<file path="src/hdl/aes128_pkg.sv">
// Package: AES-128 types, S-box functions and GF(2^8) helpers.
`timescale 1ns / 1ps
package aes128_pkg;

	localparam int NumRoundsDefault = 10;
	localparam int KeyWidth = 64;
	localparam int AddrWidth = 4;

	localparam logic [AddrWidth-1:0] RegKeyHigh = 4'h0;
	localparam logic [AddrWidth-1:0] RegKeyLow  = 4'h8;

	localparam logic FuncEncrypt = 1'b0;
	localparam logic FuncDecrypt = 1'b1;

	typedef logic [127:0] block_t;

	// control from sequencer to round unit
	typedef struct packed {
		logic load;      // take input block, xor first round key
		logic step;      // run one round
		logic decrypt;
		logic last;      // final round: no mix
	} round_ctl_t;

	function automatic logic [7:0] xtime(input logic [7:0] b);
		xtime = {b[6:0], 1'b0} ^ (b[7] ? 8'h1b : 8'h00);
	endfunction

	function automatic logic [7:0] sbox_fwd(input logic [7:0] a);
		logic [7:0] t [256];
		t = '{
		8'h63,8'h7C,8'h77,8'h7B,8'hF2,8'h6B,8'h6F,8'hC5,8'h30,8'h01,8'h67,8'h2B,8'hFE,8'hD7,8'hAB,8'h76,
		8'hCA,8'h82,8'hC9,8'h7D,8'hFA,8'h59,8'h47,8'hF0,8'hAD,8'hD4,8'hA2,8'hAF,8'h9C,8'hA4,8'h72,8'hC0,
		8'hB7,8'hFD,8'h93,8'h26,8'h36,8'h3F,8'hF7,8'hCC,8'h34,8'hA5,8'hE5,8'hF1,8'h71,8'hD8,8'h31,8'h15,
		8'h04,8'hC7,8'h23,8'hC3,8'h18,8'h96,8'h05,8'h9A,8'h07,8'h12,8'h80,8'hE2,8'hEB,8'h27,8'hB2,8'h75,
		8'h09,8'h83,8'h2C,8'h1A,8'h1B,8'h6E,8'h5A,8'hA0,8'h52,8'h3B,8'hD6,8'hB3,8'h29,8'hE3,8'h2F,8'h84,
		8'h53,8'hD1,8'h00,8'hED,8'h20,8'hFC,8'hB1,8'h5B,8'h6A,8'hCB,8'hBE,8'h39,8'h4A,8'h4C,8'h58,8'hCF,
		8'hD0,8'hEF,8'hAA,8'hFB,8'h43,8'h4D,8'h33,8'h85,8'h45,8'hF9,8'h02,8'h7F,8'h50,8'h3C,8'h9F,8'hA8,
		8'h51,8'hA3,8'h40,8'h8F,8'h92,8'h9D,8'h38,8'hF5,8'hBC,8'hB6,8'hDA,8'h21,8'h10,8'hFF,8'hF3,8'hD2,
		8'hCD,8'h0C,8'h13,8'hEC,8'h5F,8'h97,8'h44,8'h17,8'hC4,8'hA7,8'h7E,8'h3D,8'h64,8'h5D,8'h19,8'h73,
		8'h60,8'h81,8'h4F,8'hDC,8'h22,8'h2A,8'h90,8'h88,8'h46,8'hEE,8'hB8,8'h14,8'hDE,8'h5E,8'h0B,8'hDB,
		8'hE0,8'h32,8'h3A,8'h0A,8'h49,8'h06,8'h24,8'h5C,8'hC2,8'hD3,8'hAC,8'h62,8'h91,8'h95,8'hE4,8'h79,
		8'hE7,8'hC8,8'h37,8'h6D,8'h8D,8'hD5,8'h4E,8'hA9,8'h6C,8'h56,8'hF4,8'hEA,8'h65,8'h7A,8'hAE,8'h08,
		8'hBA,8'h78,8'h25,8'h2E,8'h1C,8'hA6,8'hB4,8'hC6,8'hE8,8'hDD,8'h74,8'h1F,8'h4B,8'hBD,8'h8B,8'h8A,
		8'h70,8'h3E,8'hB5,8'h66,8'h48,8'h03,8'hF6,8'h0E,8'h61,8'h35,8'h57,8'hB9,8'h86,8'hC1,8'h1D,8'h9E,
		8'hE1,8'hF8,8'h98,8'h11,8'h69,8'hD9,8'h8E,8'h94,8'h9B,8'h1E,8'h87,8'hE9,8'hCE,8'h55,8'h28,8'hDF,
		8'h8C,8'hA1,8'h89,8'h0D,8'hBF,8'hE6,8'h42,8'h68,8'h41,8'h99,8'h2D,8'h0F,8'hB0,8'h54,8'hBB,8'h16};
		sbox_fwd = t[a];
	endfunction

	function automatic logic [7:0] sbox_inv(input logic [7:0] a);
		logic [7:0] t [256];
		t = '{
		8'h52,8'h09,8'h6A,8'hD5,8'h30,8'h36,8'hA5,8'h38,8'hBF,8'h40,8'hA3,8'h9E,8'h81,8'hF3,8'hD7,8'hFB,
		8'h7C,8'hE3,8'h39,8'h82,8'h9B,8'h2F,8'hFF,8'h87,8'h34,8'h8E,8'h43,8'h44,8'hC4,8'hDE,8'hE9,8'hCB,
		8'h54,8'h7B,8'h94,8'h32,8'hA6,8'hC2,8'h23,8'h3D,8'hEE,8'h4C,8'h95,8'h0B,8'h42,8'hFA,8'hC3,8'h4E,
		8'h08,8'h2E,8'hA1,8'h66,8'h28,8'hD9,8'h24,8'hB2,8'h76,8'h5B,8'hA2,8'h49,8'h6D,8'h8B,8'hD1,8'h25,
		8'h72,8'hF8,8'hF6,8'h64,8'h86,8'h68,8'h98,8'h16,8'hD4,8'hA4,8'h5C,8'hCC,8'h5D,8'h65,8'hB6,8'h92,
		8'h6C,8'h70,8'h48,8'h50,8'hFD,8'hED,8'hB9,8'hDA,8'h5E,8'h15,8'h46,8'h57,8'hA7,8'h8D,8'h9D,8'h84,
		8'h90,8'hD8,8'hAB,8'h00,8'h8C,8'hBC,8'hD3,8'h0A,8'hF7,8'hE4,8'h58,8'h05,8'hB8,8'hB3,8'h45,8'h06,
		8'hD0,8'h2C,8'h1E,8'h8F,8'hCA,8'h3F,8'h0F,8'h02,8'hC1,8'hAF,8'hBD,8'h03,8'h01,8'h13,8'h8A,8'h6B,
		8'h3A,8'h91,8'h11,8'h41,8'h4F,8'h67,8'hDC,8'hEA,8'h97,8'hF2,8'hCF,8'hCE,8'hF0,8'hB4,8'hE6,8'h73,
		8'h96,8'hAC,8'h74,8'h22,8'hE7,8'hAD,8'h35,8'h85,8'hE2,8'hF9,8'h37,8'hE8,8'h1C,8'h75,8'hDF,8'h6E,
		8'h47,8'hF1,8'h1A,8'h71,8'h1D,8'h29,8'hC5,8'h89,8'h6F,8'hB7,8'h62,8'h0E,8'hAA,8'h18,8'hBE,8'h1B,
		8'hFC,8'h56,8'h3E,8'h4B,8'hC6,8'hD2,8'h79,8'h20,8'h9A,8'hDB,8'hC0,8'hFE,8'h78,8'hCD,8'h5A,8'hF4,
		8'h1F,8'hDD,8'hA8,8'h33,8'h88,8'h07,8'hC7,8'h31,8'hB1,8'h12,8'h10,8'h59,8'h27,8'h80,8'hEC,8'h5F,
		8'h60,8'h51,8'h7F,8'hA9,8'h19,8'hB5,8'h4A,8'h0D,8'h2D,8'hE5,8'h7A,8'h9F,8'h93,8'hC9,8'h9C,8'hEF,
		8'hA0,8'hE0,8'h3B,8'h4D,8'hAE,8'h2A,8'hF5,8'hB0,8'hC8,8'hEB,8'hBB,8'h3C,8'h83,8'h53,8'h99,8'h61,
		8'h17,8'h2B,8'h04,8'h7E,8'hBA,8'h77,8'hD6,8'h26,8'hE1,8'h69,8'h14,8'h63,8'h55,8'h21,8'h0C,8'h7D};
		sbox_inv = t[a];
	endfunction

	// byte i of a block sits in bits 127-8i .. 120-8i
	function automatic logic [7:0] get_byte(input block_t b, input int i);
		get_byte = b[127-8*i -: 8];
	endfunction

endpackage

</file>
<file path="src/hdl/aes128_key_sched.sv">
// Key schedule: one round key per cycle into a 22x64 store.
`timescale 1ns / 1ps
module aes128_key_sched
	import aes128_pkg::*;
#(
	parameter int NUM_ROUNDS = NumRoundsDefault,
	localparam int RW = $clog2(NUM_ROUNDS + 1)
) (
	input  logic          clk,
	input  logic          arst_n,
	input  logic          start,
	input  block_t        cipher_key,
	input  logic [RW-1:0] rd_round,
	output block_t        rd_key,
	output logic          busy
);

	logic [63:0]   store_hi [NUM_ROUNDS+1];
	logic [63:0]   store_lo [NUM_ROUNDS+1];
	block_t        key_q;
	logic [7:0]    rcon_q;
	logic [RW-1:0] cnt_q;
	logic          busy_q;
	block_t        next_key;
	logic [31:0]   w0, w1, w2, w3, t;
	block_t        wr_key;

	always_comb begin
		t = {sbox_fwd(get_byte(key_q, 13)) ^ rcon_q, sbox_fwd(get_byte(key_q, 14)),
			sbox_fwd(get_byte(key_q, 15)), sbox_fwd(get_byte(key_q, 12))};
		w0 = key_q[127:96] ^ t;
		w1 = key_q[95:64] ^ w0;
		w2 = key_q[63:32] ^ w1;
		w3 = key_q[31:0] ^ w2;
		next_key = {w0, w1, w2, w3};
		wr_key = start ? cipher_key : next_key;
	end

	always_ff @(posedge clk or negedge arst_n) begin
		if (!arst_n) begin
			busy_q <= 1'b0;
			cnt_q  <= '0;
			rcon_q <= 8'h01;
		end else if (start) begin
			busy_q <= 1'b1;
			cnt_q  <= RW'(1);
			rcon_q <= 8'h01;
		end else if (busy_q) begin
			rcon_q <= xtime(rcon_q);
			cnt_q  <= cnt_q + RW'(1);
			if (cnt_q == RW'(NUM_ROUNDS)) busy_q <= 1'b0;
		end
	end

	always_ff @(posedge clk) begin
		if (start || busy_q) key_q <= wr_key;
	end

	always_ff @(posedge clk) begin
		if (start) begin
			store_hi[0] <= cipher_key[127:64];
			store_lo[0] <= cipher_key[63:0];
		end else if (busy_q) begin
			store_hi[cnt_q] <= next_key[127:64];
			store_lo[cnt_q] <= next_key[63:0];
		end
	end

	// unregistered read: small store, one address
	assign rd_key = {store_hi[rd_round], store_lo[rd_round]};
	assign busy   = busy_q;

endmodule

</file>
<file path="config.mk">
export PLATFORM = sky130hd
export DESIGN_NAME = aes128_key_sched
export DESIGN_NICKNAME = d
export VERILOG_FILES = /design/src/hdl/aes128_pkg.sv /design/src/hdl/aes128_key_sched.sv
export SDC_FILE = /design/constraint.sdc
export NUM_CORES = 2
export LEC_CHECK = 0
export BUFFER_PORTS_ARGS = -buffer_cell sky130_fd_sc_hd__buf_4
export CAP_MARGIN = 20
export CORE_MARGIN = 3
export CORE_UTILIZATION = 45
export CTS_CLUSTER_DIAMETER = 120
export DETAILED_ROUTE_END_ITERATION = 7
export GPL_TIMING_DRIVEN = 1
export PLACE_DENSITY_LB_ADDON = 0.08
export REMOVE_ABC_BUFFERS = 1
export SLEW_MARGIN = 10
export SYNTH_ARGS = -nofsm -noshare
export SYNTH_HDL_FRONTEND = slang
export SYNTH_SLANG_ARGS = --single-unit
</file>
<file path="constraint.sdc">
create_clock -name clk -period 16.8 [get_ports clk]
set_input_delay 1.68 -clock clk [delete_from_list [all_inputs] [get_ports clk]]
set_output_delay 1.68 -clock clk [all_outputs]
set_load 0.02 [all_outputs]
</file>
### Word-level counts from Yosys, hierarchy flattened

Memories as Yosys holds them, arrays and structs flattened.
Cells that the tools add are included.
W data, S select, Z words.

| word-level totals | value |
|---|---|
| register bits after elaboration | 141 |
| RAM bits | 1408 |
| bits in read-only memories | 8192 |
| input port bits | 135 |
| word-level logic and storage cells | 58 |
| memories kept | 6 |

Memory list:

| name | words | width | rd ports | clocked after Yosys merged registers in | write ports | line | source |
|---|---|---|---|---|---|---|---|
| (no name shown) | 256 | 8 | 1 | 0 | 0 | aes128_pkg.sv:48 | `sbox_fwd = t[a];` |
| (no name shown) | 256 | 8 | 1 | 0 | 0 | aes128_pkg.sv:48 |  |
| (no name shown) | 256 | 8 | 1 | 0 | 0 | aes128_pkg.sv:48 |  |
| (no name shown) | 256 | 8 | 1 | 0 | 0 | aes128_pkg.sv:48 |  |
| store_hi | 11 | 64 | 1 | 0 | 1 | aes128_key_sched.sv:18 | `logic [63:0] store_hi [NUM_ROUNDS+1];` |
| store_lo | 11 | 64 | 1 | 0 | 1 | aes128_key_sched.sv:19 | `logic [63:0] store_lo [NUM_ROUNDS+1];` |

| cells by class | value |
|---|---|
| $add $sub $neg | 1 |
| $lt $le $gt $ge | 4 |
| equality and inequality tests | 1 |
| multiplexer cells | 28 |
| bitwise operators | 10 |
| reductions and logical operators | 4 |

Operators with widths:

| cell | count |
|---|---|
| $mux W128 | 1 |
| $mux W64 | 2 |
| $reduce_or A64 Y1 | 2 |
| $xor A32 B32 Y32 | 4 |
| $mux W8 | 10 |
| $ge A9 B9 Y1 const B | 4 |
| $not A8 Y9 | 4 |
| $mux W4 | 4 |
| $mux W1 | 10 |
| $xor A8 B5 Y8 | 1 |
| $xor A8 B8 Y8 | 1 |
| $mux W5 | 1 |
| $add A4 B1 Y4 const B | 1 |
| $eq A4 B4 Y1 const B | 1 |
| $reduce_bool A2 Y1 | 1 |
| $logic_or A1 B1 Y1 | 1 |

### Depth between registers and ports, before layout

| logic depth | value |
|---|---|
| word-level depth | 10 |
| depth in mapped cells | 16 |
| gate-level depth less buffers | 11 |

### Worst setup path before layout

No wires, ideal clock.

| path | value |
|---|---|
| path kind | in2reg |
| start point | input port start |
| end point | memory store_hi[4][0], enable pin |
| setup time | 929 ps |
| data arrival time | 14499 ps |
| setup slack | 1372 ps |
| stages | 5 |
| cells stage by stage | clkbuf_1 nor2b_1 clkbuf_1 nand2_1 nor4_1 |

| on the way | value |
|---|---|
| word-level cells in the longest chain between the ends | 4 |

Ends and longest elaborated chain:

| element | line | source |
|---|---|---|
| start: declaration | aes128_key_sched.sv:11 | `input logic start,` |
| $mux W1 | aes128_key_sched.sv:60 | `if (start) begin` |
| $mux W1 (implied by the code) | aes128_key_sched.sv:64 | `store_hi[cnt_q] <= next_key[127:64];` |
| $reduce_or A64 Y1 (no source line) | - |  |
| $mux W4 (no source line) or $mux W1 (tied branches) | - |  |
| end: declaration | aes128_key_sched.sv:18 |  |

Several ways; a longest one is shown, not always the timed one.

### Worst setup path in the final report

| path | value |
|---|---|
| start point | input port rd_round[0] |
| end point | output port rd_key[31] |

| on the way | value |
|---|---|
| word-level cells in the longest chain between the ends | 1 |

Ends and longest elaborated chain:

| element | line | source |
|---|---|---|
| start: declaration | aes128_key_sched.sv:13 | `input logic [RW-1:0] rd_round,` |
| $mem_v2 Z11 W64 | - |  |
| end: declaration | aes128_key_sched.sv:14 | `output block_t rd_key,` |

Every way passes these cells.

==> impl_summary.md <==
Setup path
The worst register-to-register path has a depth of 10. Traced cell by cell, the critical path runs through buf_8 -> buf_12 -> buf_4 -> buf_4 -> mux4_2 -> mux4_2 -> buf_4. The register-to-register setup slack is 10.79 ns. In this design, the largest share of critical-path delay is due to buffers and inverters. Among the stages of the critical path, the cell type that occurs most often is sky130_fd_sc_hd__buf_4.

The data arrival time of the critical path is 5.64 ns. The category of the most critical setup path is in -> out. Of all nets on the critical path, the largest fanout is 89. The element type at the critical path end is an output pin.

The endpoint of the lowest-slack register-to-register path is store_lo[10][0]$_DFFE_PP_. The library cell contributing the largest single delay on the critical path is sky130_fd_sc_hd__buf_4. In this run the critical register-to-register path is launched from key_q[28]$_DFFE_PP_.

The worst path required time is 15.12 ns. The delay of the slowest critical-path stage is 0.76 ns. The nature of the critical path startpoint is an input pin. The critical path contains buffers and inverters numbering 5 combined.

Logic synthesis
Synthesis inferred 1549 register bits. The summed instance area of the synthesized netlist is 77000 um^2. The share of the Yosys chip area taken by registers is 0.603. Synthesis produced a netlist whose cell count is 5247.

The count of synthesis-stage warnings from yosys is 0. A synthesized cell averages 14.7 um^2. In this run, distinct cell masters in the synthesized netlist total 116. In the synthesized netlist the async set-or-reset flop fraction comes to 0.00839. In the synthesized netlist the dominant register cell turns out to be sky130_fd_sc_hd__edfxtp_1. The number of synthesized flops with an enable pin is 1536.

Clock network
The root cell of the clock tree is sky130_fd_sc_hd__clkbuf_16. The number of setup buffers added after CTS is 0. Once the clock tree was built, the resizer swapped 0 gates to a different size. Hold repair after CTS inserted 0 buffers. The H-tree generated during clock tree synthesis spans 4 levels. After clock tree synthesis, the clock-pin slew on the worst setup and hold paths is 0.06 ns.

The worst-skew pair later-pin latency is 0.81 ns. TritonCTS built the clock tree. Clock tree synthesis found a total of 1549 sinks. The clock passes through at most 3 buffers. The number of buffers inserted during clock tree synthesis is 158.

STA
The final hold violation count was 0. Setup repair after global routing left no endpoint under its margin. The worst slew margin relative to its limit is 0.246. For the final database, setup skew stands at 0.0439 ns. The final setup violation count is 0. The final period demand of the worst path is 7.32 ns. The maximum clock frequency is 137 MHz.

The actual transition at the worst max-transition pin is 1.12 ns. The worst hold margin is 0.629 ns. The count of final max-slew check failures came to 0. In the finished design, the share of the clock period the worst path needs comes to 0.436.

Detailed routing
The detailed-route vias per instance is 6.47. The number of nets with antenna violations after detailed routing is 0. After detailed routing, the total wire length is 246000 um.

For this block, the initial DRC count from the detailed router was 6336. The first detailed-routing pass ran for 8 iterations. The total number of vias is 50083.

The final routed DRC violation total is 0. After detailed routing, the average wire length per cell comes to 31.8 um.

Layout
The post-layout utilization of the core is 0.508. The share of post-route cells with drive strength above 1 is 0.250. After the last flow step, the layout net total stands at 5592. The number of fill cells is 14257. The layout overhead on the synthesized area is 12.0%.

Hold path
The worst hold path terminates at rcon_q[2]$_DFFE_PN0P_. The startpoint identified for the worst hold timing path is rcon_q[2]$_DFFE_PN0P_. The class of the worst hold path is reg -> reg.

The number of instances on the worst hold path is 2.

Floorplanning
The initialized floorplan defines 151 standard-cell rows. The floorplan step defined a die boundary enclosing 176000 um^2. The die is 420 um wide. The core region is 170000 um^2. The starting density of the core is 0.454. The die height is 420 um.

The number of top-level pins is 264.

Global routing
The maximum number of pins on one net before global-route repair is 92. The number of antenna violations at the first check in global routing is 18. The via count of the first global-routing pass was 48945. The first global-routing pass estimated 356000 um of wire. For this run, the total global-route usage over all layers was measured as 0.277. The residual overflow from global routing is 0.

Pwr
The worst ir drop on vdd is 116 uV. The analysis attributes to cell leakage a power of 28.7 nW. The power per cell area is 218 nW/um^2.

Place
Routability-driven placement finished with a final weighted congestion of 0.973. The detailed placer's ending HPWL is 147000 um. During placement, the flow inserted port buffers numbering 263.

Status
The run finished with clean final reports.

Flow run
The number of max-cap violations is 0.
## worst min-delay path, cell delays in order, from the launching register on
cell and delay [ns]:
sky130_fd_sc_hd__dfrtp_1 0.42, sky130_fd_sc_hd__mux2i_1 0.09, sky130_fd_sc_hd__nor2_1 0.08
## power by group
group,total (W),switching (W),internal [W]
registers,0.00638,0.000258,0.00613
logic,0.00889,0.00592,0.00297
clock network,0.00350,0.00150,0.00200
## cell usage after synthesis (all sizes together), types with 36 or more instances
cell	count	area, um^2
edfxtp	1536	46100
mux4	422	9500
nand2	386	1460
o21ai	319	1600
clkbuf	236	891
mux2	218	2450
buf	216	1140
nor2	196	741
a21oi	165	826
nor3	109	546
nand3	105	526
nand2b	103	647
xnor2	102	946
nor2b	88	551
ha	62	776
xor2	58	561
inv	50	188
a211oi	49	368
o211ai	47	358
o311ai	47	437
a31oi	46	288
o31ai	40	300
mux2i	39	403
and2	37	233
a311oi	36	315
## placed cells by master (no fill, tap or decap), drive strengths merged, types with 62 or more instances in the layout
cell type and instances:
a21oi 165, buf 433, clkbuf 200, clkinv 75
edfxtp 1536, ha 62, mux2 218, mux4 422
nand2 386, nand2b 103, nand3 105, nor2 196
nor2b 88, nor3 109, o21ai 319, xnor2 102
## sequential cells by signal (all words and copies together) (netlist names)
name and cells:
cnt_q 4, rcon_q 8, key_q 128, store_hi 704, store_lo 704, busy 1
## per-layer routing
layer	track usage	share of wire
met4	0.0757	0.027
met5	0	0.000037
met1	0.402	0.43
met3	0.0392	0.066
met2	0.440	0.48
## stage by stage
step                total power (W)  cell area (um^2)  cells  setup slack (ns)  TNS (ns)
floorplan                    0.0120             75000   4795            -0.899   -162.91
global route                 0.0197             86300   7740              9.11         0
detailed placement           0.0151             81000   7414              9.32         0
global placement             0.0151             81000   7408              9.34         0
finish                       0.0188             86300   7745              9.48         0
CTS                          0.0186             86100   7700              9.32         0
## logic make-up (layout without fill, tap and decap cells)
logic type	count (synthesis)	in the layout	synth area share
flip-flops	1549	1549	0.603
AND/OR/NAND/NOR	1228	1228	0.0802
AO/OA/AOI/OAI	1040	1040	0.0922
multiplexers	679	679	0.160
buffers and inverters	510	784	0.0291
XOR/XNOR	179	179	0.0251
adder cells (fa/ha/maj)	62	62	0.0101
other	0	6	0
## layout make-up
cell class / count / area, um^2 / share of cell area
timing repair buffer: 440 / 3290 / 0.0381
multi-input combinational: 3188 / 28500 / 0.330
clock buffer: 193 / 4110 / 0.0476
clock inverter: 93 / 1020 / 0.0118
sequential: 1549 / 46500 / 0.538
antenna: 6 / 15.0 / 0.000174
tap: 2218 / 2780 / 0.0321
inverter: 58 / 220 / 0.00255
## worst max path at each step
| stage | slack (ns) | depth (start not counted) | from | to |
|---|---|---|---|---|
| 2_1_floorplan | -0.90 | 2 | start | store_hi[2][0]$_DFFE_PP_ |
| 3_3_place_gp | 9.34 | 7 | rd_round[0] | rd_key[31] |
| 3_5_place_dp | 9.32 | 7 | rd_round[0] | rd_key[31] |
| 4_1_cts | 9.32 | 7 | rd_round[0] | rd_key[31] |
| 5_1_grt | 9.11 | 7 | rd_round[0] | rd_key[31] |
| 6_report | 9.48 | 7 | rd_round[0] | rd_key[31] |
(Power assumes the default switching activity.)
